<file path="config.mk">
export PLATFORM = sky130hd
export DESIGN_NAME = hsed_extract
export DESIGN_NICKNAME = d
export VERILOG_FILES = /design/src/sv/hsed_pkg.sv /design/src/sv/hsed_extract.sv
export SDC_FILE = /design/constraint.sdc
export NUM_CORES = 1
export LEC_CHECK = 0
export BUFFER_PORTS_ARGS = -buffer_cell sky130_fd_sc_hd__buf_4
export CAP_MARGIN = 20
export CORE_AREA = 2 2 63 65
export DETAILED_ROUTE_END_ITERATION = 7
export DIE_AREA = 0 0 65 67
export MAX_ROUTING_LAYER = met4
export PLACE_DENSITY = 0.95
export SLEW_MARGIN = 25
export SYNTH_ARGS = -nofsm -noshare
export SYNTH_HDL_FRONTEND = slang
export SYNTH_SLANG_ARGS = --single-unit
</file>
<file path="constraint.sdc">
create_clock -name vclk -period 6.1
set_input_delay 1.525 -clock vclk [all_inputs]
set_output_delay 1.525 -clock vclk [all_outputs]
set_load 0.02 [all_outputs]
</file>
<file path="src/sv/hsed_pkg.sv">
// Package for the Hamming single-error decoder: field widths and
// constant helper functions for position masks and bit ranks.
// No dependencies.
`timescale 1ns / 1ps

package hsed_pkg;

  localparam int CW_W   = 63;
  localparam int LEN_W  = 6;
  localparam int DATA_W = 57;
  localparam int SYN_W  = 6;

  // Syndrome bit k covers every position whose binary index has bit k set.
  function automatic logic [CW_W-1:0] pos_bit_mask(input int k);
    logic [CW_W-1:0] m;
    m = '0;
    for (int i = 0; i < CW_W; i++) begin
      m[i] = 1'(((i + 1) >> k) & 1);
    end
    return m;
  endfunction

  function automatic bit is_check_pos(input int p);
    return (p != 0) && ((p & (p - 1)) == 0);
  endfunction

  // floor(log2 p) for an elaboration-time position
  function automatic int flog2(input int p);
    int r;
    r = 0;
    for (int i = 0; i < 7; i++) begin
      if ((p >> i) > 1) r = i + 1;
    end
    return r;
  endfunction

  // Packed data index of a non-check position: positions below it minus
  // check positions below it.
  function automatic int data_index(input int p);
    return p - 2 - flog2(p);
  endfunction

  // Index of the highest set bit of a length; 0 for a zero input.
  function automatic logic [2:0] msb_index(input logic [LEN_W-1:0] v);
    logic [2:0] r;
    r = '0;
    for (int i = 0; i < LEN_W; i++) begin
      if (v[i]) r = 3'(i);
    end
    return r;
  endfunction

  // Syndrome stage to correction stage
  typedef struct packed {
    logic [SYN_W-1:0] syndrome;
    logic [LEN_W-1:0] length;
  } syn_info_t;

endpackage

</file>
<file path="src/sv/hsed_extract.sv">
// Single-bit correction, out-of-range flag and check-bit removal.
// Depends on hsed_pkg.
`timescale 1ns / 1ps

module hsed_extract import hsed_pkg::*; (
  input  logic [CW_W-1:0]   masked,
  input  syn_info_t         info,
  output logic [DATA_W-1:0] data_bits,
  output logic [LEN_W-1:0]  data_length,
  output logic              corrected,
  output logic              syndrome_out_of_range
);

  logic             syn_nz;
  logic [CW_W-1:0]  fixed;
  logic [LEN_W-1:0] check_count;

  assign syn_nz                = info.syndrome != '0;
  assign corrected             = syn_nz && (info.syndrome <= info.length);
  assign syndrome_out_of_range = syn_nz && (info.syndrome > info.length);

  always_comb begin
    for (int i = 0; i < CW_W; i++) begin
      fixed[i] = masked[i] ^ (corrected && (info.syndrome == LEN_W'(i + 1)));
    end
  end

  // Data positions map to fixed packed slots; masking already zeroed
  // everything past the length.
  for (genvar p = 1; p <= CW_W; p++) begin : g_pack
    if (!is_check_pos(p)) begin : g_data
      assign data_bits[data_index(p)] = fixed[p-1];
    end
  end

  // check positions not above len: floor(log2 len) + 1
  assign check_count = LEN_W'(msb_index(info.length)) + LEN_W'(1);
  assign data_length = (info.length == '0) ? '0 : info.length - check_count;

endmodule

</file>
# Word-level counts from Yosys, hierarchy flattened
# Cells that the tools add are included.
# totals
rom_bits,0
reg_bits,0
ramBits,0
word_cells,185
latch_bits,0
mem_count,0
in_bits,75
out_inout_bits,65
# classes
eq_ne,57
magnitude_cmp,2
reduce_logical,61
n_mux,6
multipliers,0
n_addsub,2
n_div,0
n_shift,0
bitwise,57
# ops
operator,count
$eq A6 B6 Y1 const B,31
$eq A6 B5 Y1 const B,15
$logic_and A1 B1 Y1,59
$xor A1 B1 Y1,57
$eq A6 B4 Y1 const B,7
$eq A6 B3 Y1 const B,3
$mux W3,4
$eq A6 B2 Y1 const B,1
$gt A6 B6 Y1,1
$le A6 B6 Y1,1
$logic_not A6 Y1,1
$mux W6,1
$reduce_bool A6 Y1,1
$sub A6 B4 Y6,1
$add A3 B1 Y4 const B,1
$mux W1,1

# Logic depth before layout (Yosys ltp)
# Gate-level depths: netlist of the first run.
# logic_depth
word_depth,8
mapped_depth,11
ltp_nobuf,11

# Least setup slack after synthesis of the first run
# No wires, ideal clock.
# synth_path
path_kind,input to output
start,input info[2] (netlist bit)
end,output data_length[5]
setup_slack_ns,1.238
path_stages,11
required_time_ns,4.575
t_arrival_ns,3.337
n_path_buf,0
cell_sequence,inv_1 a21oi_1 o21ai_0 ha_1 inv_1 ha_1 nor2b_1 o21ai_0 nor4b_1 xnor2_1 nor2_1
# synth_between
elab_chain_cells,7
word_cells_on_any_way,8
classes_between,add/sub: 2; mux: 5; reduce/logical: 1
# synth_lines
item,line,source
from (decl),hsed_extract.sv:7,"input syn_info_t info,"
$mux W3 (4 in a row),hsed_pkg.sv:48,if (v[i]) r = 3'(i);
$add A3 B1 Y4,hsed_extract.sv:37,assign check_count = LEN_W'(msb_index(info.length)) + LEN_W'(1);
$sub A6 B4 Y6,hsed_extract.sv:38,assign data_length = (info.length == '0) ? '0 : info.length - check_count;
$mux W6 (*),hsed_extract.sv:38,
to (decl),hsed_extract.sv:9,"output logic [LEN_W-1:0] data_length,"
# Every way passes the cells marked *; elsewhere a longest branch is shown, timed or not.

# Final worst setup path of the first run
# layout_path
start,input info[1] (netlist bit)
end,output data_bits[15]
# layout_between
elab_chain_cells,4
# layout_lines
item,line,source
$le A6 B6 Y1,hsed_extract.sv:19,assign corrected = syn_nz && (info.syndrome <= info.length);
$logic_and A1 B1 Y1,hsed_extract.sv:19,
$logic_and A1 B1 Y1,hsed_extract.sv:24,fixed[i] = masked[i] ^ (corrected && (info.syndrome == LEN_W'(i + 1)));
$xor A1 B1 Y1,hsed_extract.sv:24,
to (decl),hsed_extract.sv:8,"output logic [DATA_W-1:0] data_bits,"
# Every way passes these cells.

==> metrics, run 1 <==
Slew HR 0.512; Min Hold Slack 3.33 ns; Die W 65 microns; Layout Nets 425; largest net degree at the start of global routing 29; placed wire-length estimate 4510 microns; global-route wire length before repair 8150 microns; Area Growth Syn to Fin 68.4%; PD cells 88.4 mW/mm^2; Die Y 67 microns; CP arrival 3.85 ns; Total Routed Length 5350 microns; vias per cell 5.20; CP peak stage delay 0.43 ns; Max-Cap Viols 0; Critical Path Fanout Max 17; Post-CTS Setup Bufs 0; Tot GR Track Use 0.235; Slowest-stage cell, CP nand3_1; WL per Instance 13.9 microns; Lkg Pwr 1.27 nW; vias in the first global route 1850; total gr overflow 0; Netlist cell types 27; RSZ-0062 raised after global routing no; Final period util 0.881; Die ar. 0.00436 sq mm; Synth area leaders xor2_1, a211oi_1, ha_1; ant diodes 0; CTS resizes 0; routability cong. 0.825; Yosys top cell by area xor2_1; layout sequential cell count 0; antenna-violating nets left 0; WS Path Type in -> out; port bufs 134; crit path time final 5.37 ns; Iter 0 DRT Violations 90; Post-Syn Area per Cell 7.01 sq um; worst vdd ir 57.7 uV; Sum Neg Setup Slack 0 ns; synthesized area 0.00149 sq mm; Starting Density 0.412; Seq/Total Area, Yosys 0; Hold/Removal Path Class in -> out; Synth Net Count 299; num ports 140; Core Area 0.00361 sq mm; max-slew violation count 0; status finished, final reports clean; register area 0 sq um; Residual DRC 0; max frequency 186 MHz; crit-path cells buf_4, inv_1, ha_1, nor2b_1, o21ai_2, nand3_1, buf_4, a211oi_1, xor2_1, buf_4; initial antenna violation count 0; CP required 4.58 ns; Hold Crit Depth 3; Fin. Hold Viols 0; Synth Warn # 0; crit end category output pin; Cell Rows 22; Mapped Cells 212; most used cell, CP buf_4; clock buffer count 0; layout cells sized above 1 0.420; Synth top area share 0.348; cts hold-fix bufs 0; measured slew at the worst slew-check pin 0.732 ns; Final setup viols 0; DRT Pass-1 Iters 4; vias 1996; Worst Setup Start Kind input port
final timing paths:
check	slack, ns	start	end
worst min-delay path	3.33	masked[44]	data_bits[38]
worst max-delay path	0.73	info[1]	data_bits[15]
cell usage in the layout (no fill, tap or decap), drive strengths merged:
cell type    n
xnor2        3
a21oi        3
nand4        1
and4         1
a31oi        1
nand3        9
ha          11
nand2b       3
nand2       11
a21o         2
and3         1
nor2        13
a211oi      31
nor4b        1
o21ai        3
fa           1
inv         10
nor2b        6
xor2        59
nor3        28
buf        136
conb         1
or2          1
synthesized netlist by cell type, types with 3 or more instances:
master and count:
xor2_1 59, a211oi_1 31, nor3_1 26, nor2_1 13, ha_1 11, nand2_1 11, inv_1 10, nand3_1 9
clkbuf_1 7, nor2b_1 6, a21oi_1 3, buf_2 3, nand2b_1 3, xnor2_1 3
report_power, final:
group | leakage, nW | internal (mW) | switching, mW | total, mW
registers | 0 | 0 | 0 | 0
clock network | 0 | 0 | 0 | 0
logic | 1.27 | 0.0995 | 0.122 | 0.221
total | 1.27 | 0.0995 | 0.122 | 0.221
routing by layer:
| metal | global-route usage | part of all wire | vias to the layer above |
|---|---|---|---|
| li1 | - | - | 998 |
| met1 | 0.278 | 0.38 | 908 |
| met2 | 0.441 | 0.53 | 88 |
| met3 | 0.0236 | 0.084 | 2 |
| met4 | 0.0293 | 0.0034 | 0 |
| met5 | - | 0 | - |
per-stage QoR:
stage	setup WS, ns	power (mW)	cells	instance area, sq um	util
after floorplan	1.24	0.120	212	1490	-
after global placement	0.813	0.215	384	2500	0.694
after detailed placement	0.760	0.221	384	2500	0.694
after CTS	0.747	0.222	384	2500	0.694
after global routing	0.535	0.239	384	2500	0.694
final	0.727	0.221	384	2500	0.694
worst max-delay path, delay by kind of cell:
family          cells  cell delay, ns
fa+ha+maj           1            0.33
simple gates        2            0.58
xor+xnor            1            0.17
buf+inv             4            0.70
compound gates      2            0.54
cells by family (layout without fill, tap and decap cells):
group,after synthesis,after routing,share of synthesized area
other,1,1,0.00252
AND/OR/NAND/NOR,75,75,0.254
AO/OA/AOI/OAI,40,40,0.204
XOR/XNOR,62,62,0.365
adder cells (fa/ha/maj),12,12,0.106
buffers and inverters,22,146,0.0682
layout make-up:
class	count	area [sq um]
multi-input cells	190	1390
fillers	300	1100
repair buffers	136	1020
well taps	48	60.1
inverters	10	37.5
Note: power is estimated with default switching activity, not from simulation.
==> run 2: changes to the inputs <==
- CORE_AREA: 2 2 63 65 -> 4 4 71 73
- DIE_AREA: 0 0 65 67 -> 0 0 75 77
- PLACE_DENSITY: 0.95 -> 0.88
- clock period: 6.1 -> 4.6 ns (I/O delays scaled with it)
==> run 2 against run 1 <==
  * Die area rose by 33%
  * Via count shrank 2.5%
  * Routed wire length up 6.1%
  * Setup slack got worse by 0.45 ns
  * Largest power group unchanged
==> metrics, run 2 (same netlist as run 1, synthesis figures left out) <==
Min Hold Slack 2.58 ns; crit path time final 4.32 ns; Total Routed Length 5680 microns; vias per cell 4.98; Residual DRC 0; Die W 75 microns; largest net degree at the start of global routing 29; num ports 140; Die ar. 0.00578 sq mm; worst hold start masked[22]; PD cells 117 mW/mm^2; Die Y 77 microns; most common cell after layout, fill and taps aside buf_4; Area Growth Syn to Fin 70.7%; CP arrival 3.17 ns; Lkg Pwr 1.29 nW; Final period util 0.940; commonest non-fill, non-tap cells in the layout buf_4, xor2_1, a211oi_1, nor3_1, nor2_1; placed cell count 391; initial antenna violation count 0; Post-CTS Setup Bufs 0; fin area 0.00254 sq mm; status finished, final reports clean; clock buffer count 0; Tot GR Track Use 0.187; port bufs 134; total gr overflow 0; global-route wire length before repair 8680 microns; max frequency 231 MHz; vias 1946; Final setup viols 0; Max-Cap Viols 0; Iter 0 DRT Violations 57; routability cong. 0.765; register area 0 sq um; CP required 3.45 ns; layout cells sized above 1 0.428; DRT Pass-1 Iters 4; Worst Setup Start Kind input port; ant diodes 0; WL per Instance 14.5 microns; Layout Nets 428; max-slew violation count 0; Slew HR 0.562; Starting Density 0.341; placed wire-length estimate 4880 microns; Core Util, Final 0.583; vias in the first global route 1844; layout sequential cell count 0; antenna-violating nets left 0; Hold/Removal Path Class in -> out; Crit. Startpoint info[2]; dpl cell area 0.00253 sq mm; Fin. Hold Viols 0; Core Area 0.00435 sq mm; worst vdd ir 97.6 uV; Critical Path Fanout Max 3; non-filler cells, final 391; RSZ-0062 raised after global routing no; WS Path Type in -> out; Fill cells 390; crit end category output pin; measured slew at the worst slew-check pin 0.657 ns; Sum Neg Setup Slack 0 ns; Cell Rows 24
==> run 2: changes by cell type in the layout (fill, tap and decap cells not counted), sizes merged <==
cell,previous run,this run
buf,136,139
==> run 2: where the power goes <==
group          switching [mW]  total, mW  internal, mW
registers                   0          0             0
clock network               0          0             0
logic                   0.162      0.297         0.135
total                   0.162      0.297         0.135
==> run 2: stage by stage <==
| step | setup slack (ns) | power, mW |
|---|---|---|
| after floorplan | 0.488 | 0.159 |
| after global placement | 0.246 | 0.292 |
| after detailed placement | 0.211 | 0.297 |
| after CTS | 0.198 | 0.298 |
| after global routing | 0.0294 | 0.321 |
| final | 0.276 | 0.297 |
==> run 2: path summary, 6_finish.rpt <==
path             end  slack (ns)  cells past startpoint
max   data_length[5]        0.28                     13
min    data_bits[17]        2.58                      3
==> run 2: layout make-up <==
class	count	area (sq um)	area share
Multi-Input combinational cell	190	1390	0.548
Inverter	10	37.5	0.0148
Tap cell	52	65.1	0.0256
Timing Repair Buffer	139	1040	0.411
==> run 2: per-layer routing <==
layer,track usage,part of all wire
met1,0.225,0.37
met2,0.334,0.50
met3,0.0235,0.12
met4,0.0196,0.012
met5,-,0
==> run 2: critical path, stage by stage <==
cell	delay, ns
buf_4	0.12
inv_1	0.07
a21oi_1	0.06
o21ai_0	0.22
ha_1	0.31
inv_1	0.07
ha_1	0.21
nor2b_1	0.12
o21ai_0	0.19
nor4b_2	0.27
xnor2_1	0.15
nor2_1	0.05
buf_4	0.18
==> run 2: repair_timing <==
| action | 4_1_cts | 5_1_grt |
|---|---|---|
| endpoints found under the setup margin | 0 | 1 |
| hold buffers | 0 | 0 |
| gates resized for setup | 0 | 1 |
==> run 3: changes to the inputs <==
- CELL_PAD_IN_SITES_DETAIL_PLACEMENT: not set -> 0
- CELL_PAD_IN_SITES_GLOBAL_PLACEMENT: not set -> 1
- CORE_AREA: 4 4 71 73 -> 4 4 88 90
- DIE_AREA: 0 0 75 77 -> 0 0 92 94
==> run 3 against run 2 <==
  * Critical path depth stayed put
  * Combinational power hardly changed
  * Routed wire length is 7.8% higher
  * Largest cell class unchanged
==> metrics, run 3 (same netlist as run 1, synthesis figures left out) <==
Net Switching 0.164 mW; Fin. Hold Viols 0; global-route wire length before repair 9480 microns; placed wire-length estimate 5160 microns; clock buffer count 0; Lkg Pwr 1.28 nW; placed cell count 436; Worst Setup Start Kind input port; Die ar. 0.00865 sq mm; Pint 0.134 mW; cts hold-fix bufs 0; non-filler cells, final 436; Tot GR Track Use 0.134; initial antenna violation count 0; WL per Instance 14.0 microns; routability cong. 0.782; Iter 0 DRT Violations 49; CP required 3.45 ns; antenna-violating nets left 0; ant diodes 0; Slew HR 0.543; Layout Nets 426; CP arrival 3.29 ns; Starting Density 0.211; sw frac 0.551; Area Growth Syn to Fin 73.7%; status finished, final reports clean; Max-Cap Viols 0; Cell Rows 31; total gr overflow 0; measured slew at the worst slew-check pin 0.686 ns; max-slew violation count 0; final setup margin 0.160 ns; Final period util 0.965; DRT Pass-1 Iters 4; layout sequential cell count 0; Residual DRC 0; CTS resizes 0; num ports 140; crit path time final 4.44 ns; Final setup viols 0; crit end category output pin; largest net degree at the start of global routing 32; register area 0 sq um; setup slack at placement 0.150 ns; port bufs 134; Total Routed Length 6120 microns; max frequency 225 MHz; Core Area 0.00706 sq mm; total power draw 0.298 mW; WS Path Type in -> out; most common cell after layout, fill and taps aside buf_4; commonest non-fill, non-tap cells in the layout buf_4, xor2_1, a211oi_1, nor3_1, nor2_1; Post-CTS Setup Bufs 0; Fill cells 777; Die Y 94 microns; Hold/Removal Path Class in -> out; vias 1937; Die W 92 microns; worst vdd ir 73.2 uV; logic gate share of total power 1.000; Critical Path Fanout Max 3; layout cells sized above 1 0.424; PD cells 115 mW/mm^2; clock network fraction of total power 0; vias per cell 4.44; vias in the first global route 1938; sequential fraction of design power 0
-- run 3: critical path: stages --
cell and delay, ns:
buf_4 0.12, inv_1 0.07, a21oi_1 0.06, o21ai_0 0.24
ha_1 0.32, inv_1 0.07, ha_1 0.21, nor2b_1 0.13
o21ai_0 0.24, nor4b_2 0.29, xnor2_1 0.15, nor2_1 0.05
buf_4 0.18
-- run 3: cell type report --
| cell class | count | area (sq um) | share of cell area |
|---|---|---|---|
| Multi-Input combinational cell | 190 | 1390 | 0.539 |
| Inverter | 10 | 37.5 | 0.0145 |
| Timing Repair Buffer | 137 | 1030 | 0.398 |
| Tap cell | 99 | 124 | 0.0480 |
-- run 3: path summary, 6_finish.rpt --
check,depth (start not counted),end,slack (ns),start
min,3,data_bits[46],2.58,masked[52]
max,13,data_length[5],0.16,info[2]
-- run 3: power groups by stage --
stage          sequential [mW]  clock (mW)  combinational, mW
2_1_floorplan                0           0              0.159
3_3_place_gp                 0           0              0.294
3_5_place_dp                 0           0              0.300
4_1_cts                      0           0              0.300
5_1_grt                      0           0              0.323
6_report                     0           0              0.298
-- run 3: through the flow --
step	setup TNS [ns]	hold slack, ns	util	cell area, sq um
after floorplan	0	2.43	-	1490
after global placement	0	2.58	0.365	2570
after detailed placement	0	2.58	0.365	2570
after CTS	0	2.58	0.365	2570
after global routing	-0.0778	2.59	0.366	2580
final	0	2.58	0.366	2580
-- run 3: layer usage --
layer	global-route usage	share of wire	routed length [microns]	vias up
met2	0.252	0.51	3120	84
met4	0	0	0	0
li1	-	-	-	996
met5	-	0	0	-
met3	0.0208	0.083	507	0
met1	0.161	0.41	2490	857
