**src/sv/hsed_pkg.sv**
```systemverilog
// Package for the Hamming single-error decoder: field widths and
// constant helper functions for position masks and bit ranks.
// No dependencies.
`timescale 1ns / 1ps

package hsed_pkg;

  localparam int CW_W   = 63;
  localparam int LEN_W  = 6;
  localparam int DATA_W = 57;
  localparam int SYN_W  = 6;

  // Syndrome bit k covers every position whose binary index has bit k set.
  function automatic logic [CW_W-1:0] pos_bit_mask(input int k);
    logic [CW_W-1:0] m;
    m = '0;
    for (int i = 0; i < CW_W; i++) begin
      m[i] = 1'(((i + 1) >> k) & 1);
    end
    return m;
  endfunction

  function automatic bit is_check_pos(input int p);
    return (p != 0) && ((p & (p - 1)) == 0);
  endfunction

  // floor(log2 p) for an elaboration-time position
  function automatic int flog2(input int p);
    int r;
    r = 0;
    for (int i = 0; i < 7; i++) begin
      if ((p >> i) > 1) r = i + 1;
    end
    return r;
  endfunction

  // Packed data index of a non-check position: positions below it minus
  // check positions below it.
  function automatic int data_index(input int p);
    return p - 2 - flog2(p);
  endfunction

  // Index of the highest set bit of a length; 0 for a zero input.
  function automatic logic [2:0] msb_index(input logic [LEN_W-1:0] v);
    logic [2:0] r;
    r = '0;
    for (int i = 0; i < LEN_W; i++) begin
      if (v[i]) r = 3'(i);
    end
    return r;
  endfunction

  // Syndrome stage to correction stage
  typedef struct packed {
    logic [SYN_W-1:0] syndrome;
    logic [LEN_W-1:0] length;
  } syn_info_t;

endpackage

```
**src/sv/hsed_syndrome.sv**
```systemverilog
// Length clamp, bit masking and even-parity syndrome XOR trees.
// Depends on hsed_pkg.
`timescale 1ns / 1ps

module hsed_syndrome import hsed_pkg::*; #(
  parameter int MAX_CODE_LENGTH = 63
) (
  input  logic [CW_W-1:0]  codeword,
  input  logic [LEN_W-1:0] code_length,
  output logic [CW_W-1:0]  masked,
  output syn_info_t        info
);

  localparam logic [LEN_W-1:0] MaxLen = LEN_W'(MAX_CODE_LENGTH);

  logic [LEN_W-1:0] len;

  assign len = (code_length > MaxLen) ? MaxLen : code_length;

  // keep positions 1..len, i.e. bit indexes below len
  always_comb begin
    for (int i = 0; i < CW_W; i++) begin
      masked[i] = codeword[i] & (LEN_W'(i) < len);
    end
  end

  always_comb begin
    for (int k = 0; k < SYN_W; k++) begin
      info.syndrome[k] = ^(masked & pos_bit_mask(k));
    end
    info.length = len;
  end

endmodule

```
**config.mk**
```make
export PLATFORM = sky130hd
export DESIGN_NAME = hsed_syndrome
export DESIGN_NICKNAME = d
export VERILOG_FILES = /design/src/sv/hsed_pkg.sv /design/src/sv/hsed_syndrome.sv
export SDC_FILE = /design/constraint.sdc
export NUM_CORES = 1
export LEC_CHECK = 0
export BUFFER_PORTS_ARGS = -buffer_cell sky130_fd_sc_hd__buf_2
export CORE_ASPECT_RATIO = 0.5
export CORE_MARGIN = 4
export CORE_UTILIZATION = 53
export DETAILED_ROUTE_END_ITERATION = 12
export PLACE_DENSITY = 0.95
export SLEW_MARGIN = 0
export SYNTH_ARGS = -nofsm -noshare
export SYNTH_HDL_FRONTEND = slang
export SYNTH_SLANG_ARGS = --single-unit
```
**constraint.sdc**
```tcl
create_clock -name vclk -period 3.8
set_input_delay 0.38 -clock vclk [all_inputs]
set_output_delay 0.38 -clock vclk [all_outputs]
set_load 0.01 [all_outputs]
```
# Word level (Yosys, flattened, before mapping)
# Cells that the tools add are included.
# W data, S select, Z words.
# op_classes
div_mod_pow	0
n_shift	0
multipliers	0
magnitude_cmp	64
eq_ne	0
n_reduce_logical	6
n_addsub	0
muxes	1
bitwise	63
# op_table
op	count
$reduce_xor A63 Y1	6
$lt A6 B6 Y1 const A	31
$lt A5 B6 Y1 const A	16
$and A1 B1 Y1	63
$lt A4 B6 Y1 const A	8
$lt A3 B6 Y1 const A	4
$lt A1 B6 Y1 const A	2
$lt A2 B6 Y1 const A	2
$gt A6 B6 Y1 const B	1
$mux W6	1
# totals
out_inout_bits	75
mem_count	0
inputBits	69
register_bits	0
ramBits	0
latch_bits	0
elab_cells	134
mem_bits_ro	0

# Depth between registers and ports, before layout
# Gate-level depths: netlist of run 1.
# depth
depth_word	5
depth_mapped	11
ltp_nobuf	7

# Worst setup path after synthesis of run 1
# OpenSTA, ideal clock, no wires.
# synth_timing
path_kind	input port to output port
startpoint	in code_length[0]
endpoint	out info[10] (netlist name)
arrival_time_ns	2.407
cell_stages	8
slack_ns	1.013
required_ns	3.420
path_buffers	1
cell_sequence	buf_6 > nor4bb_1 > a211o_1 > o41ai_2 > xnor3_1 > nor2_4 > xnor3_1 > xnor2_1
# synth_rtl
item	line	text
start: declaration	hsed_syndrome.sv:9	input logic [LEN_W-1:0] code_length,
end: declaration	hsed_syndrome.sv:11	output syn_info_t info

==> summary.json, run 1 <==
{
  "floorplan.die_area": {"value": 6830, "unit": "um^2"},
  "slew_viol_final": {"value": 0},
  "final_cells": {"value": 603},
  "data_arrival_time_of_the_critical_path": {"value": 3.24, "unit": "ns"},
  "timing.final.hold_violations": {"value": 0},
  "cts-resized-gates": {"value": 0},
  "remaining_drc_errors": {"value": 0},
  "multi_input_area": {"value": 2670, "unit": "um^2"},
  "timing.max_slew.rel_slack": {"value": 58.2, "unit": "%"},
  "seq_area": {"value": 0, "unit": "um^2"},
  "pre_antenna_drt_iters": {"value": 7},
  "dp_cells": {"value": 603},
  "globalRouteTotalUtil": {"value": 31.8, "unit": "%"},
  "ant_nets": {"value": 0},
  "cell_row_count": {"value": 18},
  "power_per_cell_area": {"value": 226, "unit": "nW/um^2"},
  "wire_per_inst": {"value": 19.2, "unit": "um"},
  "layout_filler_cell_count": {"value": 425},
  "totalPowerFinal": {"value": 0.832, "unit": "mW"},
  "layout_min_cycle_time": {"value": 3.62, "unit": "ns"},
  "ys_seq_area_share": {"value": 0, "unit": "%"},
  "dr_total_vias": {"value": 3780},
  "drt_wl_total": {"value": 11.6, "unit": "mm"},
  "p_leak": {"value": 1.84, "unit": "nW"},
  "timing.max_cap.violations": {"value": 0},
  "diodes": {"value": 0},
  "area_post_placement": {"value": 3680, "unit": "um^2"},
  "overflow": {"value": 0},
  "worstSetupPathType": {"value": "in -> out"},
  "wire_length_of_the_first_global_routing_pass": {"value": 17.3, "unit": "mm"},
  "timing.final.crit_share": {"value": 95.2, "unit": "%"},
  "fin_ws": {"value": 0.182, "unit": "ns"},
  "critical_path.endpoint_type": {"value": "output pin"},
  "grt_pass1_vias": {"value": 3234},
  "final_core_utilization": {"value": 72.0, "unit": "%"},
  "cts.repair_timing.setup_buffer_count": {"value": 0},
  "required": {"value": 3.42, "unit": "ns"},
  "initial_core_util": {"value": 57.0, "unit": "%"},
  "mostFrequentLayoutCell": {"value": "sky130_fd_sc_hd__buf_2"},
  "cts_hold_buffers": {"value": 0},
  "gp_routability_congestion": {"value": 1.12},
  "dp_slack": {"value": 0.290, "unit": "ns"},
  "grt_antenna_before_repair": {"value": 0},
  "coreArea": {"value": 5110, "unit": "um^2"},
  "min-delay-path-class": {"value": "in -> out"},
  "netlist_instances": {"value": 406},
  "detailed_place_hpwl": {"value": 9.39, "unit": "mm"},
  "die-height": {"value": 60.5, "unit": "um"},
  "final_cell_area": {"value": 3680, "unit": "um^2"},
  "worst_hold_margin": {"value": 1.08, "unit": "ns"},
  "synth.top_cells.by_area": {"value": "sky130_fd_sc_hd__xnor2_1 14%, sky130_fd_sc_hd__xnor3_1 9.3%, sky130_fd_sc_hd__nor2_1 4.4%"},
  "fmax": {"value": 0.276, "unit": "GHz"},
  "nNetsFinal": {"value": 604},
  "setup_repair_after_global_routing_missed_its_margin": {"value": "no"},
  "outcome": {"value": "finished clean"},
  "ys.warnings.count": {"value": 0},
  "worstPathMaxFanout": {"value": 27},
  "yosys.cell_types.count": {"value": 66},
  "worstMarginPinSlew": {"value": 0.620, "unit": "ns"},
  "drt_first_iter_violations": {"value": 563},
  "final.clkbuf_count": {"value": 0},
  "vias_per_cell": {"value": 6.27},
  "pin_count_of_the_biggest_net_entering_global_routing": {"value": 30},
  "max-vdd-ir-drop": {"value": 0.219, "unit": "mV"},
  "synthesis.area_per_instance": {"value": 7.18, "unit": "um^2"},
  "yosysTopAreaCellShare": {"value": 13.5, "unit": "%"},
  "worst_setup_path_start_kind": {"value": "input pin"},
  "fin_setup_tns": {"value": 0, "unit": "ns"},
  "final-setup-viol-count": {"value": 0},
  "buffer_ports.inserted": {"value": 144},
  "synth_area": {"value": 2920, "unit": "um^2"},
  "mappedNetlistNets": {"value": 475},
  "layout-drive-gt1-share": {"value": 34.5, "unit": "%"},
  "flow.area_growth_from_synthesis": {"value": 26.2, "unit": "%"},
  "ioPinCount": {"value": 144},
  "synth_area_leader_cell": {"value": "sky130_fd_sc_hd__xnor2_1"},
  "layout.cells.most_common_list": {"value": "144 x sky130_fd_sc_hd__buf_2, 45 x sky130_fd_sc_hd__xnor2_1, 34 x sky130_fd_sc_hd__nor2_1"},
  "die_width": {"value": 113, "unit": "um"},
  "sequential_cell_total": {"value": 0}
}
## path summary, 6_finish.rpt
| kind | start | endpoint | slack, ns | depth (start not counted) |
|---|---|---|---|---|
| setup / recovery | code_length[3] | info[11] | 0.18 | 8 |
| hold / removal | codeword[19] | masked[19] | 1.08 | 3 |
## per-layer routing
metal | routed length, um | up-vias | part of all wire, % | global-route usage [%]
met4 | 131 | 0 | 1.1 | 3.42
met5 | 0 | - | 0 | 0
met1 | 4700 | 1729 | 41 | 44.5
li1 | - | 1742 | - | -
met3 | 1810 | 27 | 16 | 11.3
met2 | 4930 | 282 | 43 | 49.3
## cells in the mapped netlist, types with 7 or more instances
cell                        n
sky130_fd_sc_hd__xnor3_1   12
sky130_fd_sc_hd__mux2i_1    9
sky130_fd_sc_hd__and3_1    17
sky130_fd_sc_hd__clkbuf_1  10
sky130_fd_sc_hd__nand3_1    8
sky130_fd_sc_hd__nor2_1    34
sky130_fd_sc_hd__xor2_1    13
sky130_fd_sc_hd__o21a_1     7
sky130_fd_sc_hd__a21oi_1   21
sky130_fd_sc_hd__inv_1      8
sky130_fd_sc_hd__nor2b_1    8
sky130_fd_sc_hd__and2_1    12
sky130_fd_sc_hd__o21ai_1   13
sky130_fd_sc_hd__buf_2     20
sky130_fd_sc_hd__maj3_1     7
sky130_fd_sc_hd__buf_4      7
sky130_fd_sc_hd__nand2_1   24
sky130_fd_sc_hd__xnor2_1   45
sky130_fd_sc_hd__o211ai_1  14
sky130_fd_sc_hd__o21ai_0   21
## cell families (layout without fill, tap and decap cells)
kind of cell,Yosys count,after routing,synth area share [%]
buffers and inverters,49,176,8.32
AO/OA/AOI/OAI,135,135,32.9
multiplexers,9,9,3.09
XOR/XNOR,72,72,28.1
AND/OR/NAND/NOR,134,134,25.2
adder cells (fa/ha/maj),7,7,2.40
## layout make-up
| type | count | area share [%] |
|---|---|---|
| inverters | 11 | 1.12 |
| repair buffers | 165 | 23.9 |
| well taps | 70 | 2.38 |
| multi-input cells | 357 | 72.6 |
## critical path, stage by stage
cell,delay [ns]
sky130_fd_sc_hd__buf_2,0.44
sky130_fd_sc_hd__nand2_1,0.32
sky130_fd_sc_hd__o31ai_1,0.44
sky130_fd_sc_hd__mux2i_1,0.44
sky130_fd_sc_hd__xnor3_1,0.53
sky130_fd_sc_hd__xnor3_1,0.39
sky130_fd_sc_hd__xnor2_1,0.14
sky130_fd_sc_hd__buf_2,0.15
## report_power, final
part / leakage, nW / switching, mW / internal, mW
registers: 0 / 0 / 0
clock network: 0 / 0 / 0
logic: 1.84 / 0.423 / 0.409
Note: power is estimated with default switching activity, not from simulation.
==> run 2, diff against run 1 <==
- CORE_UTILIZATION: 53 -> 35
- PLACE_DENSITY: 0.95 -> 0.75
==> run 2 against run 1 <==
Against the previous run: worst setup slack better by 0.18 ns; global-route usage down 8.7 points; sequential share of layout area unchanged; largest power group unchanged; critical path depth is 1 higher; clock-buffer cell count did not move; final cell count increased by 7.1%; design area up 1.6%; critical endpoint is now info[6]; routed wire length rose by 4.8%; maximum frequency is 5.3% higher; utilization decreased by 26 points; worst hold slack improved by 0.00098 ns; non-clock buffer count increased by 1.
==> summary.json, run 2 (synthesis results as in run 1) <==
{
  "mostFrequentLayoutCell": {"value": "sky130_fd_sc_hd__buf_2", "change": "unchanged"},
  "sequential_cell_total": {"value": 0, "change": "unchanged"},
  "buffer_ports.inserted": {"value": 144, "change": "unchanged"},
  "required": {"value": 3.42, "unit": "ns", "change": "about the same"},
  "data_arrival_time_of_the_critical_path": {"value": 3.06, "unit": "ns", "change": "was 3.24 ns"},
  "wire_length_of_the_first_global_routing_pass": {"value": 18.5, "unit": "mm", "change": "was 17.3 mm"},
  "fin_setup_tns": {"value": 0, "unit": "ns", "change": "unchanged"},
  "power_per_cell_area": {"value": 222, "unit": "nW/um^2", "change": "was 226 nW/um^2"},
  "ant_nets": {"value": 0, "change": "unchanged"},
  "cts_hold_buffers": {"value": 0, "change": "unchanged"},
  "final.clkbuf_count": {"value": 0, "change": "unchanged"},
  "initial_core_util": {"value": 36.2, "unit": "%", "change": "was 57.0%"},
  "worst_setup_path_start_kind": {"value": "input pin", "change": "unchanged"},
  "timing.max_slew.rel_slack": {"value": 57.7, "unit": "%", "change": "was 58.2%"},
  "flow.area_growth_from_synthesis": {"value": 28.3, "unit": "%", "change": "was 26.2%"},
  "pre_antenna_drt_iters": {"value": 7, "change": "unchanged"},
  "nNetsFinal": {"value": 605, "change": "was 604"},
  "detailed_place_hpwl": {"value": 9.90, "unit": "mm", "change": "was 9.39 mm"},
  "cts.repair_timing.setup_buffer_count": {"value": 0, "change": "unchanged"},
  "setup_repair_after_global_routing_missed_its_margin": {"value": "no", "change": "unchanged"},
  "layout_min_cycle_time": {"value": 3.44, "unit": "ns", "change": "was 3.62 ns"},
  "timing.final.crit_share": {"value": 90.4, "unit": "%", "change": "was 95.2%"},
  "worstMarginPinSlew": {"value": 0.635, "unit": "ns", "change": "was 0.620 ns"},
  "drt_wl_total": {"value": 12.1, "unit": "mm", "change": "was 11.6 mm"},
  "outcome": {"value": "finished clean", "change": "unchanged"},
  "gp_routability_congestion": {"value": 0.986, "change": "was 1.12"},
  "critical_path.endpoint_type": {"value": "output pin", "change": "unchanged"},
  "max-vdd-ir-drop": {"value": 0.131, "unit": "mV", "change": "was 0.219 mV"},
  "overflow": {"value": 0, "change": "unchanged"},
  "wire_per_inst": {"value": 18.8, "unit": "um", "change": "was 19.2 um"},
  "die-height": {"value": 72.6, "unit": "um", "change": "was 60.5 um"},
  "dr_total_vias": {"value": 3777, "change": "was 3,780"},
  "timing.max_cap.violations": {"value": 0, "change": "unchanged"},
  "fmax": {"value": 0.291, "unit": "GHz", "change": "was 0.276 GHz"},
  "worstSetupPathType": {"value": "in -> out", "change": "unchanged"},
  "worstPathMaxFanout": {"value": 34, "change": "was 27"},
  "vias_per_cell": {"value": 5.85, "change": "was 6.27"},
  "grt_pass1_vias": {"value": 3427, "change": "was 3,234"},
  "final_cell_area": {"value": 3740, "unit": "um^2", "change": "was 3680 um^2"},
  "timing.final.hold_violations": {"value": 0, "change": "unchanged"},
  "area_post_placement": {"value": 3740, "unit": "um^2", "change": "was 3680 um^2"},
  "p_leak": {"value": 1.85, "unit": "nW", "change": "was 1.84 nW"},
  "drt_first_iter_violations": {"value": 348, "change": "was 563"},
  "layout-drive-gt1-share": {"value": 34.6, "unit": "%", "change": "was 34.5%"},
  "globalRouteTotalUtil": {"value": 23.1, "unit": "%", "change": "was 31.8%"},
  "diodes": {"value": 0, "change": "unchanged"},
  "cts-resized-gates": {"value": 0, "change": "unchanged"},
  "pin_count_of_the_biggest_net_entering_global_routing": {"value": 35, "change": "was 30"},
  "coreArea": {"value": 8060, "unit": "um^2", "change": "was 5110 um^2"},
  "cell_row_count": {"value": 23, "change": "was 18"},
  "die_width": {"value": 137, "unit": "um", "change": "was 113 um"},
  "final-setup-viol-count": {"value": 0, "change": "unchanged"},
  "remaining_drc_errors": {"value": 0, "change": "unchanged"},
  "multi_input_area": {"value": 2670, "unit": "um^2", "change": "unchanged"},
  "layout_filler_cell_count": {"value": 852, "change": "was 425"},
  "layout.cells.most_common_list": {"value": "144 x sky130_fd_sc_hd__buf_2, 45 x sky130_fd_sc_hd__xnor2_1, 34 x sky130_fd_sc_hd__nor2_1", "change": "unchanged"},
  "min-delay-path-class": {"value": "in -> out", "change": "unchanged"},
  "slew_viol_final": {"value": 0, "change": "unchanged"},
  "ioPinCount": {"value": 144, "change": "unchanged"},
  "grt_antenna_before_repair": {"value": 0, "change": "unchanged"},
  "seq_area": {"value": 0, "unit": "um^2", "change": "unchanged"},
  "floorplan.die_area": {"value": 9950, "unit": "um^2", "change": "was 6830 um^2"}
}
## run 2: changes by cell type in the layout (fill, tap and decap cells not counted), sizes merged
cell	previous run	this run
buf	165	166
## run 2: per-stage QoR
step                setup WS, ns  hold WS, ns  utilization (%)  std cells  power, mW
global placement           0.455         1.08             46.4        646      0.818
detailed placement         0.413         1.08             46.4        646      0.822
CTS                        0.406         1.08             46.4        646      0.826
global route               0.227         1.10             46.4        646      0.882
finish                     0.364         1.08             46.4        646      0.830
floorplan                   1.01        0.851                -        406      0.559
## run 2: final cells by class
| type | count | share of cell area [%] |
|---|---|---|
| multi-input cells | 357 | 71.5 |
| well taps | 112 | 3.75 |
| inverters | 11 | 1.10 |
| repair buffers | 166 | 23.7 |
## run 2: routing by layer
metal	global-route usage [%]	up-vias	routed length, um
li1	-	1750	-
met1	33.1	1779	5280
met2	37.0	226	5460
met3	3.88	22	1200
met4	3.65	0	189
met5	0	-	0
## run 2: final timing paths
kind | startpoint | end | depth (start not counted)
worst min-delay path | codeword[19] | masked[19] | 3
worst max-delay path | code_length[4] | info[6] | 9
## run 2: critical path, stage by stage
cell	delay, ns
sky130_fd_sc_hd__buf_2	0.50
sky130_fd_sc_hd__o311ai_1	0.23
sky130_fd_sc_hd__a21oi_1	0.28
sky130_fd_sc_hd__o221a_2	0.33
sky130_fd_sc_hd__xor2_1	0.17
sky130_fd_sc_hd__xnor3_1	0.42
sky130_fd_sc_hd__xnor2_1	0.17
sky130_fd_sc_hd__xnor3_1	0.41
sky130_fd_sc_hd__buf_2	0.15
## run 2: report_power, final
part	internal (mW)	switching, mW	total [mW]
combinational	0.409	0.421	0.830
clock	0	0	0
sequential	0	0	0
